===== config.mk =====
export PLATFORM = sky130hd
export DESIGN_NAME = can_bit_timing_calculator_core
export DESIGN_NICKNAME = d
export VERILOG_FILES = /design/src/sv/cbt_pkg.sv /design/src/sv/can_bit_timing_calculator_core.sv /design/src/sv/cbt_div.sv
export SDC_FILE = /design/constraint.sdc
export NUM_CORES = 1
export LEC_CHECK = 0
export BUFFER_PORTS_ARGS = -buffer_cell sky130_fd_sc_hd__buf_4
export CORE_MARGIN = 4
export CORE_UTILIZATION = 62
export DETAILED_ROUTE_END_ITERATION = 12
export GPL_ROUTABILITY_DRIVEN = 0
export HOLD_SLACK_MARGIN = 0.05
export PLACE_DENSITY = 0.89
export SYNTH_ARGS = -nofsm -noshare
export SYNTH_HDL_FRONTEND = slang
export SYNTH_HIERARCHICAL = 1
export SYNTH_SLANG_ARGS = --single-unit
export TNS_END_PERCENT = 100

===== constraint.sdc =====
create_clock -name clk -period 9.2 [get_ports clk]
set_clock_uncertainty 0.1 [all_clocks]
set_input_delay 1.84 -clock clk [delete_from_list [all_inputs] [get_ports clk]]
set_output_delay 1.84 -clock clk [all_outputs]
set_load 0.02 [all_outputs]

===== src/sv/cbt_pkg.sv =====
`default_nettype none

package cbt_pkg;

    localparam int unsigned CBT_W = 32;

    localparam int unsigned Q_W = 5;
    localparam logic [Q_W-1:0] QUANTA_MAX = 5'd18;
    localparam logic [Q_W-1:0] QUANTA_MIN = 5'd9;
    localparam logic [Q_W-1:0] SEG2_DIVISOR = 5'd8;
    localparam logic [Q_W-1:0] JUMP_WIDTH = 5'd2;
    localparam logic [CBT_W-1:0] PRESC_LIMIT = 32'd1024;

    localparam int unsigned SEG1_W = 4;
    localparam int unsigned PRESC_W = 10;

    typedef enum logic [1:0] {
        STATUS_OK         = 2'd0,
        STATUS_ZERO_RATE  = 2'd1,
        STATUS_PRESC_ZERO = 2'd2,
        STATUS_PRESC_HIGH = 2'd3
    } status_t;

endpackage

`default_nettype wire


===== src/sv/can_bit_timing_calculator_core.sv =====
// Sequence: the clock is divided by the bit rate to get ticks per bit, then one division per
// quanta trial (one to ten trials), then the output is loaded; a zero bit rate skips both.
// Throughput: one beat at a time; a new beat is taken while the last result waits.
// Both divisions run through one shared restoring divider, one quotient bit a cycle.
// Reset: asynchronous, active low; clears the sequencer and output valid.
`default_nettype none

module can_bit_timing_calculator_core
    import cbt_pkg::*;
(
    input  wire logic                clk,
    input  wire logic                rst_n,
    input  wire logic                in_valid,
    output logic                     in_ready,
    input  wire logic [CBT_W-1:0]    clock_hz,
    input  wire logic [CBT_W-1:0]    bit_rate,
    output logic                     out_valid,
    input  wire logic                out_ready,
    output logic                     jump_width_code,
    output logic [SEG1_W-1:0]        segment1_code,
    output logic                     segment2_code,
    output logic [PRESC_W-1:0]       prescaler_code,
    output logic [Q_W-1:0]           quanta_per_bit,
    output logic [1:0]               status
);

    typedef enum logic [3:0] {
        S_IDLE   = 4'b0001,
        S_RATE   = 4'b0010,
        S_SEARCH = 4'b0100,
        S_DONE   = 4'b1000
    } state_t;

    state_t             state_reg, state_next;
    logic [CBT_W-1:0]   ticks_reg, ticks_next;
    logic [Q_W-1:0]     q_reg, q_next;

    logic               res_sjw_reg, res_sjw_next;
    logic [SEG1_W-1:0]  res_seg1_reg, res_seg1_next;
    logic               res_seg2_reg, res_seg2_next;
    logic [PRESC_W-1:0] res_brp_reg, res_brp_next;
    logic [Q_W-1:0]     res_q_reg, res_q_next;
    status_t            res_st_reg, res_st_next;

    logic               out_valid_reg, out_valid_next;
    logic               out_sjw_reg;
    logic [SEG1_W-1:0]  out_seg1_reg;
    logic               out_seg2_reg;
    logic [PRESC_W-1:0] out_brp_reg;
    logic [Q_W-1:0]     out_q_reg;
    status_t            out_st_reg;
    logic               out_load;

    logic               div_start;
    logic [CBT_W-1:0]   div_dividend;
    logic [CBT_W-1:0]   div_divisor;
    logic               div_done;
    logic [CBT_W-1:0]   div_quotient;
    logic [CBT_W-1:0]   div_remainder;

    logic [Q_W-1:0]     seg2_w;
    logic [Q_W-1:0]     seg1_code_w;
    logic [Q_W-1:0]     sjw_code_w;
    logic [CBT_W-1:0]   brp_code_w;

    cbt_div #(
        .WIDTH (CBT_W)
    ) u_div (
        .clk       (clk),
        .rst_n     (rst_n),
        .start     (div_start),
        .dividend  (div_dividend),
        .divisor   (div_divisor),
        .done      (div_done),
        .quotient  (div_quotient),
        .remainder (div_remainder)
    );

    assign in_ready = (state_reg == S_IDLE);

    assign seg2_w      = q_reg / SEG2_DIVISOR;
    assign seg1_code_w = q_reg - 5'd2 - seg2_w;
    assign sjw_code_w  = JUMP_WIDTH - 5'd1;
    assign brp_code_w  = div_quotient - 32'd1;

    always_comb
    begin
        state_next    = state_reg;
        ticks_next    = ticks_reg;
        q_next        = q_reg;
        res_sjw_next  = res_sjw_reg;
        res_seg1_next = res_seg1_reg;
        res_seg2_next = res_seg2_reg;
        res_brp_next  = res_brp_reg;
        res_q_next    = res_q_reg;
        res_st_next   = res_st_reg;
        div_start     = 1'b0;
        div_dividend  = ticks_reg;
        div_divisor   = {{(CBT_W-Q_W){1'b0}}, q_reg};
        out_load      = 1'b0;

        case (state_reg)
            S_IDLE:
            begin
                div_dividend = clock_hz;
                div_divisor  = bit_rate;
                if (in_valid)
                begin
                    if (bit_rate == '0)
                    begin
                        res_sjw_next  = 1'b0;
                        res_seg1_next = '0;
                        res_seg2_next = 1'b0;
                        res_brp_next  = '0;
                        res_q_next    = '0;
                        res_st_next   = STATUS_ZERO_RATE;
                        state_next    = S_DONE;
                    end
                    else
                    begin
                        div_start  = 1'b1;
                        state_next = S_RATE;
                    end
                end
            end
            S_RATE:
            begin
                q_next       = QUANTA_MAX;
                div_dividend = div_quotient;
                div_divisor  = {{(CBT_W-Q_W){1'b0}}, QUANTA_MAX};
                if (div_done)
                begin
                    ticks_next = div_quotient;
                    div_start  = 1'b1;
                    state_next = S_SEARCH;
                end
                else
                begin
                    q_next = q_reg;
                end
            end
            S_SEARCH:
            begin
                if (div_done)
                begin
                    if ((div_remainder == '0) || (q_reg == QUANTA_MIN))
                    begin
                        res_sjw_next  = 1'b0;
                        res_seg1_next = '0;
                        res_seg2_next = 1'b0;
                        res_brp_next  = '0;
                        res_q_next    = '0;
                        if (div_quotient == '0)
                        begin
                            res_st_next = STATUS_PRESC_ZERO;
                        end
                        else if (div_quotient > PRESC_LIMIT)
                        begin
                            res_st_next = STATUS_PRESC_HIGH;
                        end
                        else
                        begin
                            res_sjw_next  = sjw_code_w[0];
                            res_seg1_next = seg1_code_w[SEG1_W-1:0];
                            res_seg2_next = seg2_w[0] ^ 1'b1;
                            res_brp_next  = brp_code_w[PRESC_W-1:0];
                            res_q_next    = q_reg;
                            res_st_next   = STATUS_OK;
                        end
                        state_next = S_DONE;
                    end
                    else
                    begin
                        q_next      = q_reg - 5'd1;
                        div_divisor = {{(CBT_W-Q_W){1'b0}}, q_reg - 5'd1};
                        div_start   = 1'b1;
                    end
                end
            end
            S_DONE:
            begin
                if (!out_valid_reg || out_ready)
                begin
                    out_load   = 1'b1;
                    state_next = S_IDLE;
                end
            end
            default:
            begin
                state_next = S_IDLE;
            end
        endcase
    end

    always_comb
    begin
        out_valid_next = out_valid_reg;
        if (out_ready)
        begin
            out_valid_next = 1'b0;
        end
        if (out_load)
        begin
            out_valid_next = 1'b1;
        end
    end

    always_ff @(posedge clk or negedge rst_n)
    begin
        if (!rst_n)
        begin
            state_reg     <= S_IDLE;
            out_valid_reg <= 1'b0;
        end
        else
        begin
            state_reg     <= state_next;
            out_valid_reg <= out_valid_next;
        end
    end

    always_ff @(posedge clk)
    begin
        ticks_reg    <= ticks_next;
        q_reg        <= q_next;
        res_sjw_reg  <= res_sjw_next;
        res_seg1_reg <= res_seg1_next;
        res_seg2_reg <= res_seg2_next;
        res_brp_reg  <= res_brp_next;
        res_q_reg    <= res_q_next;
        res_st_reg   <= res_st_next;
        if (out_load)
        begin
            out_sjw_reg  <= res_sjw_reg;
            out_seg1_reg <= res_seg1_reg;
            out_seg2_reg <= res_seg2_reg;
            out_brp_reg  <= res_brp_reg;
            out_q_reg    <= res_q_reg;
            out_st_reg   <= res_st_reg;
        end
    end

    assign out_valid       = out_valid_reg;
    assign jump_width_code = out_sjw_reg;
    assign segment1_code   = out_seg1_reg;
    assign segment2_code   = out_seg2_reg;
    assign prescaler_code  = out_brp_reg;
    assign quanta_per_bit  = out_q_reg;
    assign status          = out_st_reg;

endmodule

`default_nettype wire


===== src/sv/cbt_div.sv =====
`default_nettype none

module cbt_div
    import cbt_pkg::*;
#(
    parameter int unsigned WIDTH = CBT_W
) (
    input  wire logic             clk,
    input  wire logic             rst_n,
    input  wire logic             start,
    input  wire logic [WIDTH-1:0] dividend,
    input  wire logic [WIDTH-1:0] divisor,
    output logic                  done,
    output logic [WIDTH-1:0]      quotient,
    output logic [WIDTH-1:0]      remainder
);

    localparam int unsigned CNT_W = (WIDTH > 1) ? $clog2(WIDTH) : 1;

    logic             busy_reg, busy_next;
    logic             done_reg, done_next;
    logic [CNT_W-1:0] cnt_reg, cnt_next;
    logic [WIDTH-1:0] quo_reg, quo_next;
    logic [WIDTH-1:0] rem_reg, rem_next;
    logic [WIDTH-1:0] dsr_reg, dsr_next;

    logic [WIDTH:0]   trial;
    logic [WIDTH:0]   diff;
    logic             fits;

    assign trial = {rem_reg, quo_reg[WIDTH-1]};
    assign diff  = trial - {1'b0, dsr_reg};
    assign fits  = ~diff[WIDTH];

    always_comb
    begin
        busy_next = busy_reg;
        done_next = 1'b0;
        cnt_next  = cnt_reg;
        quo_next  = quo_reg;
        rem_next  = rem_reg;
        dsr_next  = dsr_reg;
        if (start)
        begin
            busy_next = 1'b1;
            cnt_next  = '0;
            quo_next  = dividend;
            rem_next  = '0;
            dsr_next  = divisor;
        end
        else if (busy_reg)
        begin
            rem_next = fits ? diff[WIDTH-1:0] : trial[WIDTH-1:0];
            quo_next = {quo_reg[WIDTH-2:0], fits};
            cnt_next = cnt_reg + 1'b1;
            if (cnt_reg == CNT_W'(WIDTH - 1))
            begin
                busy_next = 1'b0;
                done_next = 1'b1;
            end
        end
    end

    always_ff @(posedge clk or negedge rst_n)
    begin
        if (!rst_n)
        begin
            busy_reg <= 1'b0;
            done_reg <= 1'b0;
            cnt_reg  <= '0;
        end
        else
        begin
            busy_reg <= busy_next;
            done_reg <= done_next;
            cnt_reg  <= cnt_next;
        end
    end

    always_ff @(posedge clk)
    begin
        quo_reg <= quo_next;
        rem_reg <= rem_next;
        dsr_reg <= dsr_next;
    end

    assign done      = done_reg;
    assign quotient  = quo_reg;
    assign remainder = rem_reg;

endmodule

`default_nettype wire

==> results of run 1 <==
-- stage by stage --
| stage | setup WS, ns | power, uW |
|---|---|---|
| after floorplan | 3.92 | 2960 |
| after global placement | 4.29 | 3300 |
| after detailed placement | 4.22 | 3380 |
| after CTS | 4.70 | 4130 |
| after global routing | 4.56 | 4410 |
| final | 4.69 | 4160 |
-- placed cells by master (no fill, tap or decap), types with 6 or more instances in the layout --
| cell | instances |
|---|---|
| buf_4 | 101 |
| a21o_1 | 19 |
| o21ai_0 | 17 |
| xnor2_1 | 29 |
| nand2b_1 | 10 |
| and2_1 | 36 |
| nor4_1 | 24 |
| dfrtp_1 | 10 |
| nand3_1 | 12 |
| nor2_1 | 77 |
| o31ai_1 | 8 |
| a211oi_1 | 20 |
| inv_1 | 52 |
| ha_1 | 41 |
| o211ai_1 | 10 |
| and3_1 | 14 |
| a32oi_1 | 8 |
| mux2_2 | 31 |
| nand4_1 | 13 |
| a21oi_1 | 39 |
| o21bai_1 | 6 |
| xor2_1 | 10 |
| nand2_1 | 101 |
| clkbuf_16 | 17 |
| dfxtp_1 | 32 |
| a22oi_1 | 32 |
| edfxtp_1 | 147 |
| mux2i_1 | 21 |
| nor3_1 | 12 |
-- power breakdown --
group	internal (uW)	leakage (uW)	switching [uW]	total, uW
logic	853	0.00269	1160	2020
registers	1210	0.00180	216	1430
clock network	371	0.000287	351	722
-- layout make-up --
| type | count | area (um2) |
|---|---|---|
| Clock buffer | 19 | 443 |
| Clock inverter | 13 | 140 |
| Fill cell | 1166 | 4720 |
| Inverter | 54 | 205 |
| Multi-Input combinational cell | 672 | 4680 |
| Sequential cell | 191 | 5360 |
| Tap cell | 220 | 275 |
| Timing Repair Buffer | 101 | 758 |
-- path summary, 6_finish.rpt --
kind                                      end      startpoint  cells after the start
setup / recovery           u_div/remainder[1]    bit_rate[23]                      8
hold reg to reg             prescaler_code[7]  res_brp_reg[7]                      0
min in group asynchronous          u_div/done           rst_n                      1
setup reg to reg           u_div/quotient[22]    state_reg[1]                      9
max in group asynchronous        state_reg[0]           rst_n                      1
hold / removal              prescaler_code[7]  res_brp_reg[7]                      0
-- cell families (layout without fill, tap and decap cells) --
family          after synthesis  after routing  share of synthesized area (%)
buf+inv                     104            187                           4.32
mux                          52             52                           5.34
xor+xnor                     39             39                           3.26
flops                       191            191                           51.1
fa+ha+maj                    43             43                           5.28
compound gates              208            208                           14.5
simple gates                330            330                           16.2
-- layer usage --
metal / vias to the layer above / part of all wire [%] / track usage, %
li1: 3736 / - / -
met1: 3875 / 39 / 33.5
met2: 380 / 51 / 44.5
met3: 69 / 7.3 / 5.30
met4: 0 / 3.3 / 11.1
met5: - / 0 / 0
-- worst reg2reg max path, delay by kind of cell (launching register included) --
kind            cells  cell delay [ns]
flops               1             0.45
simple gates        4             1.02
buf+inv             3             1.47
mux                 1             0.50
compound gates      1             0.22
==> load_flow_metrics.sql, run 1 <==
INSERT INTO impl_metrics (metric_group, metric, value, unit) VALUES
('cells_and_area', 'layout.cell_area.non_filler', '11900', 'um2'),
('clocking', 'cts.repair.resized', '0', ''),
('global_route', 'number_of_antenna_violations_at_the_first_check_in_global_routing', '0', ''),
('setup_path', 'r2r_setup_slack', '5.20', 'ns'),
('power', 'vdd_ir_drop_max', '195', 'uV'),
('cells_and_area', 'antenna_cells', '0', ''),
('status', 'outcome', 'finished, final reports clean', ''),
('cells_and_area', 'final_standard_cell_utilization_of_the_core', '71.5', '%'),
('logic_synthesis', 'synth_flop_cell', 'edfxtp_1', ''),
('logic_synthesis', 'synth_cell_type_count', '80', ''),
('floorplan', 'coreArea', '16600', 'um2'),
('logic_synthesis', 'synth-seq-area-share', '51.1', '%'),
('routing', 'finalWirelength', '25000', 'um'),
('logic_synthesis', 'postSynthCellCount', '967', ''),
('global_route', 'grt_remaining_overflow', '0', ''),
('clocking', 'clock_sink_count', '191', ''),
('clocking', 'cts_buffer_depth', '2', ''),
('routing', 'drt_pass1_iterations', '7', ''),
('logic_synthesis', 'synth_edf_count', '147', ''),
('logic_synthesis', 'library_cell_with_the_highest_instance_count_after_synthesis', 'edfxtp_1', ''),
('clocking', 'cts.root.buffer_cell', 'clkbuf_16', ''),
('placed_design', 'place_inst', '1238', ''),
('sta', 'hold_ws', '0.321', 'ns'),
('setup_path', 'crit_fanout', '81', ''),
('logic_synthesis', 'synth.yosys.warnings', '6', ''),
('logic_synthesis', 'synth_top_cell_area_share', '42.1', '%'),
('run', 'max_cap_violations', '0', ''),
('setup_path', 'cpLargestDelayFamily', 'simple AND/OR/NAND/NOR gates', ''),
('setup_path', 'critical-path-max-stage-delay', '0.61', 'ns'),
('floorplan', 'floorplan.die.width', '138', 'um'),
('sta', 'maxSlewViolCount', '0', ''),
('placed_design', 'port_buffers', '92', ''),
('routing', 'wl_per_cell', '19.7', 'um'),
('global_route', 'grt_pass1_wl', '39400', 'um'),
('routing', 'drt-initial-drc-count', '715', ''),
('setup_path', 'cp_num_buf_inv', '2', ''),
('floorplan', 'die_height', '138', 'um'),
('clocking', 'clkLatencyLatePin', '0.44', 'ns'),
('sta', 'fin_crit_sh', '49.0', '%'),
('setup_path', 'critPathArrivalTime', '4.75', 'ns'),
('placed_design', 'dpl_cell_area', '11300', 'um2'),
('power', 'power.density', '351', 'nW/um2'),
('cells_and_area', 'fin_cells', '1270', ''),
('logic_synthesis', 'synth.cell_area', '10500', 'um2'),
('sta', 'post-route-min-period', '4.51', 'ns'),
('logic_synthesis', 'synth-seq-cells', '191', ''),
('setup_path', 'library_cell_contributing_the_largest_single_delay_on_the_critical_path', 'or4_1', ''),
('floorplan', 'row_count', '47', ''),
('floorplan', 'floorplan.die_area', '19000', 'um2'),
('setup_path', 'worstPathCellList', 'buf_4 -> nor4_1 -> nand4_1 -> o21ai_0 -> nand3_4 -> buf_4 -> or4_1 -> o311ai_2', ''),
('clocking', 'post-cts-setup-buffer-count', '0', ''),
('cells_and_area', 'drive_gt1_share', '18.1', '%'),
('logic_synthesis', 'synthArstFlopShare', '6.28', '%'),
('sta', 'timing.final.hold_violations', '0', ''),
('hold_path', 'hold_class', 'reg2reg', ''),
('placed_design', 'dp_hpwl', '16800', 'um'),
('logic_synthesis', 'post-synth-top-area-cell', 'edfxtp_1', ''),
('logic_synthesis', 'netlist_top_cells_area', 'edfxtp_1 (42%), dfxtp_1 (6.1%), ha_1 (4.9%), nand2_1 (3.6%), mux2_2 (3.3%)', ''),
('sta', 'fin_setup_tns', '0', 'ns'),
('routing', 'viasPerCell', '6.35', ''),
('logic_synthesis', 'synth_commonest_cells', 'edfxtp_1 (147), nand2_1 (101), nor2_1 (77)', ''),
('cells_and_area', 'fin_nets', '1148', ''),
('routing', 'post-route-drc-count', '0', ''),
('global_route', 'grt_util_all_layers', '26.5', '%'),
('sta', 'tightestPinTransition', '1.14', 'ns'),
('power', 'total_leakage_power', '0.00478', 'uW'),
('logic_synthesis', 'syn_avg_cell_area', '10.8', 'um2'),
('routing', 'route.vias.total', '8060', ''),
('sta', 'final_count_of_negative_setup_slack_endpoints', '0', ''),
('setup_path', 'worstSetupPathType', 'in2reg', ''),
('clocking', 'clk_transition_reported_paths', '0.07', 'ns');
(Power assumes the default switching activity.)
==> run 2: changes to the inputs <==
ABC_AREA = 1   (was unset)
CORE_UTILIZATION = 55   (was 62)
PLACE_DENSITY = 0.83   (was 0.89)
clock period = 3.7 ns   (was 9.2 ns; I/O delays follow)
==> run 2 against run 1 <==
- count of clock-buffer cells in the layout decreased by 2
- combinational power increased to 3.2 times the previous value
- power increased to 2.9 times the previous value
- synthesized cell count increased by 62%
- register-to-register slack got worse by 4.4 ns
- core utilization decreased by 7.9 points
- critical path type is now reg2out
- critical endpoint is now in_ready
==> load_flow_metrics.sql, run 2 <==
INSERT INTO impl_metrics (metric_group, metric, value, unit) VALUES
('logic_synthesis', 'synth_flop_cell', 'edfxtp_1', ''),
('floorplan', 'die_height', '155', 'um'),
('global_route', 'grt_pass1_vias', '9719', ''),
('setup_path', 'timing.critical_path.from_type', 'register', ''),
('floorplan', 'coreArea', '21100', 'um2'),
('logic_synthesis', 'synth_commonest_cells', 'nand2_1 (569), inv_1 (322), edfxtp_1 (147)', ''),
('sta', 'maxSlewViolCount', '0', ''),
('logic_synthesis', 'synth.cell_area', '11800', 'um2'),
('logic_synthesis', 'synth-seq-cells', '191', ''),
('power', 'power.density', '894', 'nW/um2'),
('routing', 'postRouteAntennaNets', '0', ''),
('cells_and_area', 'antenna_cells', '0', ''),
('placed_design', 'port_buffers', '92', ''),
('floorplan', 'start_util', '56.0', '%'),
('logic_synthesis', 'synth_top_cell_area_share', '37.4', '%'),
('sta', 'maxClockFrequency', '0.313', 'GHz'),
('cells_and_area', 'syn_to_final_growth', '13.7', '%'),
('logic_synthesis', 'netlist_top_cells_area', 'edfxtp_1 (37%), nand2_1 (18%), inv_1 (10%), dfxtp_1 (5.4%), ha_1 (4.3%)', ''),
('setup_path', 'timing.critical_path.required', '2.86', 'ns'),
('setup_path', 'setup.worst_path.end_class', 'output pin', ''),
('run', 'max_cap_violations', '0', ''),
('sta', 'rsz_0062_raised_after_global_routing', 'false', ''),
('floorplan', 'floorplan.die.width', '155', 'um'),
('cells_and_area', 'drive_gt1_share', '12.9', '%'),
('routing', 'post-route-drc-count', '0', ''),
('power', 'total_power', '12000', 'uW'),
('routing', 'drt_pass1_iterations', '6', ''),
('global_route', 'grt_remaining_overflow', '0', ''),
('logic_synthesis', 'synth.yosys.warnings', '6', ''),
('clocking', 'cts_tree', 'yes', ''),
('sta', 'timing.max_slew.rel_slack', '28.0', '%'),
('logic_synthesis', 'synth_edf_count', '147', ''),
('sta', 'final_count_of_negative_setup_slack_endpoints', '0', ''),
('setup_path', 'worstSetupPathType', 'reg2out', ''),
('global_route', 'grt_max_degree', '38', ''),
('global_route', 'grt_pass1_wl', '45800', 'um'),
('placed_design', 'pre_cts_ws', '0.498', 'ns'),
('routing', 'route.vias.total', '10000', ''),
('routing', 'drt-initial-drc-count', '847', ''),
('routing', 'finalWirelength', '27800', 'um'),
('clocking', 'clkLatencyLatePin', '0.45', 'ns'),
('floorplan', 'floorplan.die_area', '23900', 'um2'),
('floorplan', 'row_count', '53', ''),
('logic_synthesis', 'library_cell_with_the_highest_instance_count_after_synthesis', 'nand2_1', ''),
('power', 'total_leakage_power', '0.00674', 'uW'),
('clocking', 'cts_buffer_depth', '2', ''),
('clocking', 'post-cts-setup-buffer-count', '0', ''),
('clocking', 'cts_max_level', '4', ''),
('placed_design', 'dp_hpwl', '20100', 'um'),
('floorplan', 'design.portCount', '93', ''),
('power', 'vdd_ir_drop_max', '364', 'uV'),
('clocking', 'clock_sink_count', '191', ''),
('logic_synthesis', 'synth-seq-area-share', '45.4', '%'),
('sta', 'post-route-min-period', '3.20', 'ns'),
('logic_synthesis', 'synthArstFlopShare', '6.28', '%'),
('clocking', 'cts_made_buffers', '17', ''),
('logic_synthesis', 'post-synth-top-area-cell', 'edfxtp_1', ''),
('clocking', 'clk_transition_reported_paths', '0.07', 'ns'),
('logic_synthesis', 'postSynthCellCount', '1565', ''),
('logic_synthesis', 'synth_cell_type_count', '48', ''),
('logic_synthesis', 'syn_avg_cell_area', '7.54', 'um2'),
('sta', 'fin_crit_sh', '86.5', '%'),
('clocking', 'cts.repair.resized', '0', ''),
('setup_path', 'critPathArrivalTime', '2.36', 'ns'),
('sta', 'setup_slack', '0.501', 'ns'),
('sta', 'timing.final.hold_violations', '0', ''),
('logic_synthesis', 'synth_nets', '1676', ''),
('sta', 'tightestPinTransition', '1.08', 'ns'),
('status', 'outcome', 'finished, final reports clean', ''),
('cells_and_area', 'fin_nets', '1768', ''),
('global_route', 'number_of_antenna_violations_at_the_first_check_in_global_routing', '0', ''),
('setup_path', 'crit_fanout', '37', ''),
('cells_and_area', 'layout.cells.most_common_list', 'nand2_1 (567), inv_1 (321), edfxtp_1 (147)', ''),
('clocking', 'cts.root.buffer_cell', 'clkbuf_16', ''),
('cells_and_area', 'layout.cells.most_common', 'nand2_1', ''),
('global_route', 'grt_util_all_layers', '23.4', '%'),
('cells_and_area', 'fillerInstances', '1775', ''),
('routing', 'viasPerCell', '5.17', ''),
('hold_path', 'hold_class', 'reg2reg', ''),
('routing', 'wl_per_cell', '14.3', 'um');
==> run 2: metal layers <==
metal | wire length, um | global-route usage (%)
met4 | 701 | 8.07
met3 | 2040 | 3.61
met2 | 13300 | 39.4
met5 | 0 | 0
met1 | 11800 | 31.0
==> run 2: final timing paths <==
| path | startpoint | end | slack (ns) | cells after the start |
|---|---|---|---|---|
| max | state_reg[3] | in_ready | 0.50 | 7 |
| min | res_q_reg[4] | quanta_per_bit[4] | 0.32 | 0 |
| max reg2reg | u_div/quotient[31] | u_div/quotient[0] | 0.78 | 15 |
| min reg2reg | res_q_reg[4] | quanta_per_bit[4] | 0.32 | 0 |
| max in group asynchronous | rst_n | state_reg[0] | 2.68 | 2 |
| min in group asynchronous | rst_n | u_div/cnt_reg[1] | 0.58 | 2 |
==> run 2: metrics by stage <==
stage / cell area [um2] / utilization [%] / cells / setup TNS (ns) / hold WS [ns]
6_report: 13400 / 63.6 / 1945 / 0 / 0.319
5_1_grt: 13400 / 63.6 / 1945 / 0 / 0.325
4_1_cts: 13400 / 63.6 / 1945 / 0 / 0.322
3_5_place_dp: 12800 / 60.5 / 1912 / 0 / 0.305
3_3_place_gp: 12800 / 60.5 / 1912 / 0 / 0.302
2_1_floorplan: 11800 / - / 1565 / -14.28 / 0.300
==> run 2: final cells by class <==
cell class / instances / area, um2 / share of cell area, %
inverters: 329 / 1240 / 9.25
repair buffers: 105 / 791 / 5.89
well taps: 275 / 344 / 2.56
clock inverters: 15 / 220 / 1.64
flip-flops and latches: 191 / 5360 / 39.9
multi-input cells: 1013 / 5040 / 37.6
clock buffers: 17 / 425 / 3.17
==> run 2: cell families (layout without fill, tap and decap cells) <==
logic type	count (synthesis)	in the layout	synth area share, %
AND/OR/NAND/NOR	870	870	32.0
flip-flops	191	191	45.4
adder cells (fa/ha/maj)	43	43	4.68
AO/OA/AOI/OAI	80	80	4.27
XOR/XNOR	20	20	1.48
buffers and inverters	361	466	12.2
==> run 2: critical path, cell delays in order (launching register included) <==
cell     delay, ns
dfrtp_1       0.41
inv_1         0.10
nand2_1       0.06
inv_1         0.07
nand3_1       0.45
inv_1         0.22
buf_4         0.39
buf_4         0.22
==> run 2: report_power, final <==
group	switching (uW)	leakage [uW]	total (uW)	internal, uW
Clock	912	0.000310	1960	1050
Combinational	4320	0.00461	6500	2180
Sequential	468	0.00182	3530	3070
Total	5700	0.00674	12000	6300
==> run 2: what timing repair did <==
item,in CTS,in global routing
hold buffers,1,0
hold endpoints to repair,11,0
endpoints found under the setup margin,0,0
==> run 3: changes to the inputs <==
CORE_UTILIZATION = 61   (was 55)
PLACE_DENSITY = 0.87   (was 0.83)
clock period = 3.41 ns   (was 3.7 ns; I/O delays follow)
==> run 3 against run 2 <==
- setup slack worse by 0.013 ns
- sequential share of layout area increased by 0.063 points
- critical path depth did not move
- first-iteration DRC count up 69%
- core utilization rose by 7.3 points
- die area is 9.3% lower
- register-to-register slack worse by 0.07 ns
- via count rose by 3.2%
- cell area fell by 0.16%
- critical path type unchanged
==> load_flow_metrics.sql, run 3 (synthesized netlist as in run 2, its figures left out) <==
INSERT INTO impl_metrics (metric_group, metric, value, unit) VALUES
('global_route', 'grt_util_all_layers', '27.0', '%'),
('floorplan', 'design.portCount', '93', ''),
('sta', 'timing.max_slew.rel_slack', '44.5', '%'),
('hold_path', 'hold_class', 'reg2reg', ''),
('clocking', 'clk_transition_reported_paths', '0.08', 'ns'),
('routing', 'post-route-drc-count', '0', ''),
('global_route', 'grt_remaining_overflow', '0', ''),
('clocking', 'clkLatencyLatePin', '0.44', 'ns'),
('routing', 'route.vias.total', '10400', ''),
('setup_path', 'worstReg2RegStart', 'u_div/quotient[31]', ''),
('cells_and_area', 'fillerInstances', '1450', ''),
('clocking', 'cts_buffer_depth', '2', ''),
('setup_path', 'timing.critical_path.from_type', 'register', ''),
('power', 'vdd_ir_drop_max', '604', 'uV'),
('cells_and_area', 'drive_gt1_share', '13.1', '%'),
('sta', 'final_count_of_negative_setup_slack_endpoints', '0', ''),
('setup_path', 'critPathArrivalTime', '2.14', 'ns'),
('run', 'max_cap_violations', '0', ''),
('sta', 'post-route-min-period', '2.92', 'ns'),
('hold_path', 'hold_start', 'res_q_reg[4]', ''),
('routing', 'finalWirelength', '28900', 'um'),
('setup_path', 'r2r_cells', '15', ''),
('sta', 'maxClockFrequency', '0.342', 'GHz'),
('cells_and_area', 'fin_cells', '1934', ''),
('setup_path', 'timing.critical_path.required', '2.63', 'ns'),
('placed_design', 'port_buffers', '92', ''),
('placed_design', 'place_inst', '1901', ''),
('status', 'outcome', 'finished, final reports clean', ''),
('routing', 'postRouteAntennaNets', '0', ''),
('floorplan', 'coreArea', '18900', 'um2'),
('floorplan', 'floorplan.die.width', '147', 'um'),
('power', 'total_power', '13100', 'uW'),
('routing', 'drt_pass1_iterations', '8', ''),
('cells_and_area', 'antenna_cells', '0', ''),
('global_route', 'grt_max_degree', '36', ''),
('hold_path', 'timing.hold.worst_path_depth', '0', ''),
('setup_path', 'crit_fanout', '23', ''),
('floorplan', 'row_count', '50', ''),
('global_route', 'number_of_antenna_violations_at_the_first_check_in_global_routing', '0', ''),
('global_route', 'met3_track_utilization_from_global_routing', '4.84', '%'),
('global_route', 'busiest_layer', 'met2', ''),
('placed_design', 'dp_hpwl', '20600', 'um'),
('clocking', 'cts.root.buffer_cell', 'clkbuf_16', ''),
('setup_path', 'r2r-end', 'u_div/quotient[0]', ''),
('sta', 'timing.final.hold_violations', '0', ''),
('global_route', 'gr-usage-met1', '36.2', '%'),
('global_route', 'grt_pass1_wl', '47800', 'um'),
('clocking', 'cts_made_buffers', '17', ''),
('setup_path', 'setup.worst_path.end_class', 'output pin', ''),
('cells_and_area', 'layout.cells.most_common', 'nand2_1', ''),
('cells_and_area', 'fin_nets', '1772', ''),
('floorplan', 'floorplan.die_area', '21600', 'um2'),
('floorplan', 'start_util', '62.5', '%'),
('floorplan', 'die_height', '147', 'um'),
('setup_path', 'r2r_setup_slack', '0.71', 'ns'),
('power', 'power.density', '976', 'nW/um2'),
('clocking', 'cts_tree', 'yes', ''),
('clocking', 'post-cts-setup-buffer-count', '0', ''),
('power', 'total_leakage_power', '0.00674', 'uW'),
('routing', 'wl_per_cell', '14.9', 'um'),
('global_route', 'grt_pass1_vias', '10100', ''),
('cells_and_area', 'syn_to_final_growth', '13.5', '%'),
('cells_and_area', 'layout.cells.most_common_list', 'nand2_1 (567), inv_1 (321), edfxtp_1 (147)', ''),
('sta', 'rsz_0062_raised_after_global_routing', 'false', ''),
('routing', 'drt-initial-drc-count', '1428', ''),
('setup_path', 'worstSetupPathType', 'reg2out', ''),
('sta', 'tightestPinTransition', '0.823', 'ns'),
('sta', 'fin_crit_sh', '85.7', '%'),
('hold_path', 'timing.hold.worst_endpoint', 'quanta_per_bit[4]', ''),
('routing', 'viasPerCell', '5.36', ''),
('global_route', 'met2_usage', '44.4', '%'),
('sta', 'maxSlewViolCount', '0', ''),
('clocking', 'clock_sink_count', '191', ''),
('clocking', 'cts_max_level', '4', '');
==> run 3: critical path, cell delays in order (launching register included) <==
cell,delay (ns)
dfrtp_1,0.42
inv_1,0.11
nand2_1,0.06
inv_1,0.08
nand3_1,0.40
inv_1,0.20
buf_4,0.26
buf_4,0.18
==> run 3: worst max-delay path by stage <==
stage,start,endpoint,depth (start not counted)
4_1_cts,state_reg[3],in_ready,7
2_1_floorplan,state_reg[1],u_div/quotient[0],7
3_5_place_dp,bit_rate[15],u_div/cnt_reg[4],12
3_3_place_gp,bit_rate[15],u_div/cnt_reg[4],12
5_1_grt,state_reg[3],in_ready,7
6_report,state_reg[3],in_ready,7
==> run 3: per-stage QoR <==
stage	hold slack, ns	setup slack [ns]	instance area (um2)	setup TNS (ns)	utilization (%)
final	0.322	0.487	13400	0	70.9
after global routing	0.328	0.360	13400	0	70.9
after CTS	0.323	0.501	13400	0	70.9
after detailed placement	0.305	0.554	12800	0	67.6
after global placement	0.302	0.642	12800	0	67.6
after floorplan	0.286	-0.702	11900	-41.84	-
==> run 3: cell type report <==
class / count / area, um2 / area share, %
clock buffer: 17 / 425 / 3.18
timing repair buffer: 109 / 821 / 6.13
clock inverter: 15 / 188 / 1.40
sequential: 191 / 5360 / 40.0
tap: 260 / 325 / 2.43
inverter: 329 / 1240 / 9.26
multi-input combinational: 1013 / 5040 / 37.6
==> run 3: layer usage <==
| layer | part of all wire, % | vias up |
|---|---|---|
| met3 | 8.9 | 93 |
| met2 | 47 | 502 |
| li1 | - | 5034 |
| met1 | 41 | 4739 |
| met5 | 0 | - |
| met4 | 2.7 | 0 |
==> run 3: power breakdown <==
group / internal (uW) / leakage (uW) / total [uW] / switching (uW)
clock network: 1000 / 0.000291 / 2030 / 1030
registers: 3330 / 0.00182 / 3860 / 535
logic: 2400 / 0.00462 / 7190 / 4780
==> run 3: what timing repair did <==
action | 4_1_cts | 5_1_grt
endpoints found under the setup margin | 0 | 0
gates resized for setup | 0 | 0
hold endpoints to repair | 11 | 0
hold buffers | 1 | 0
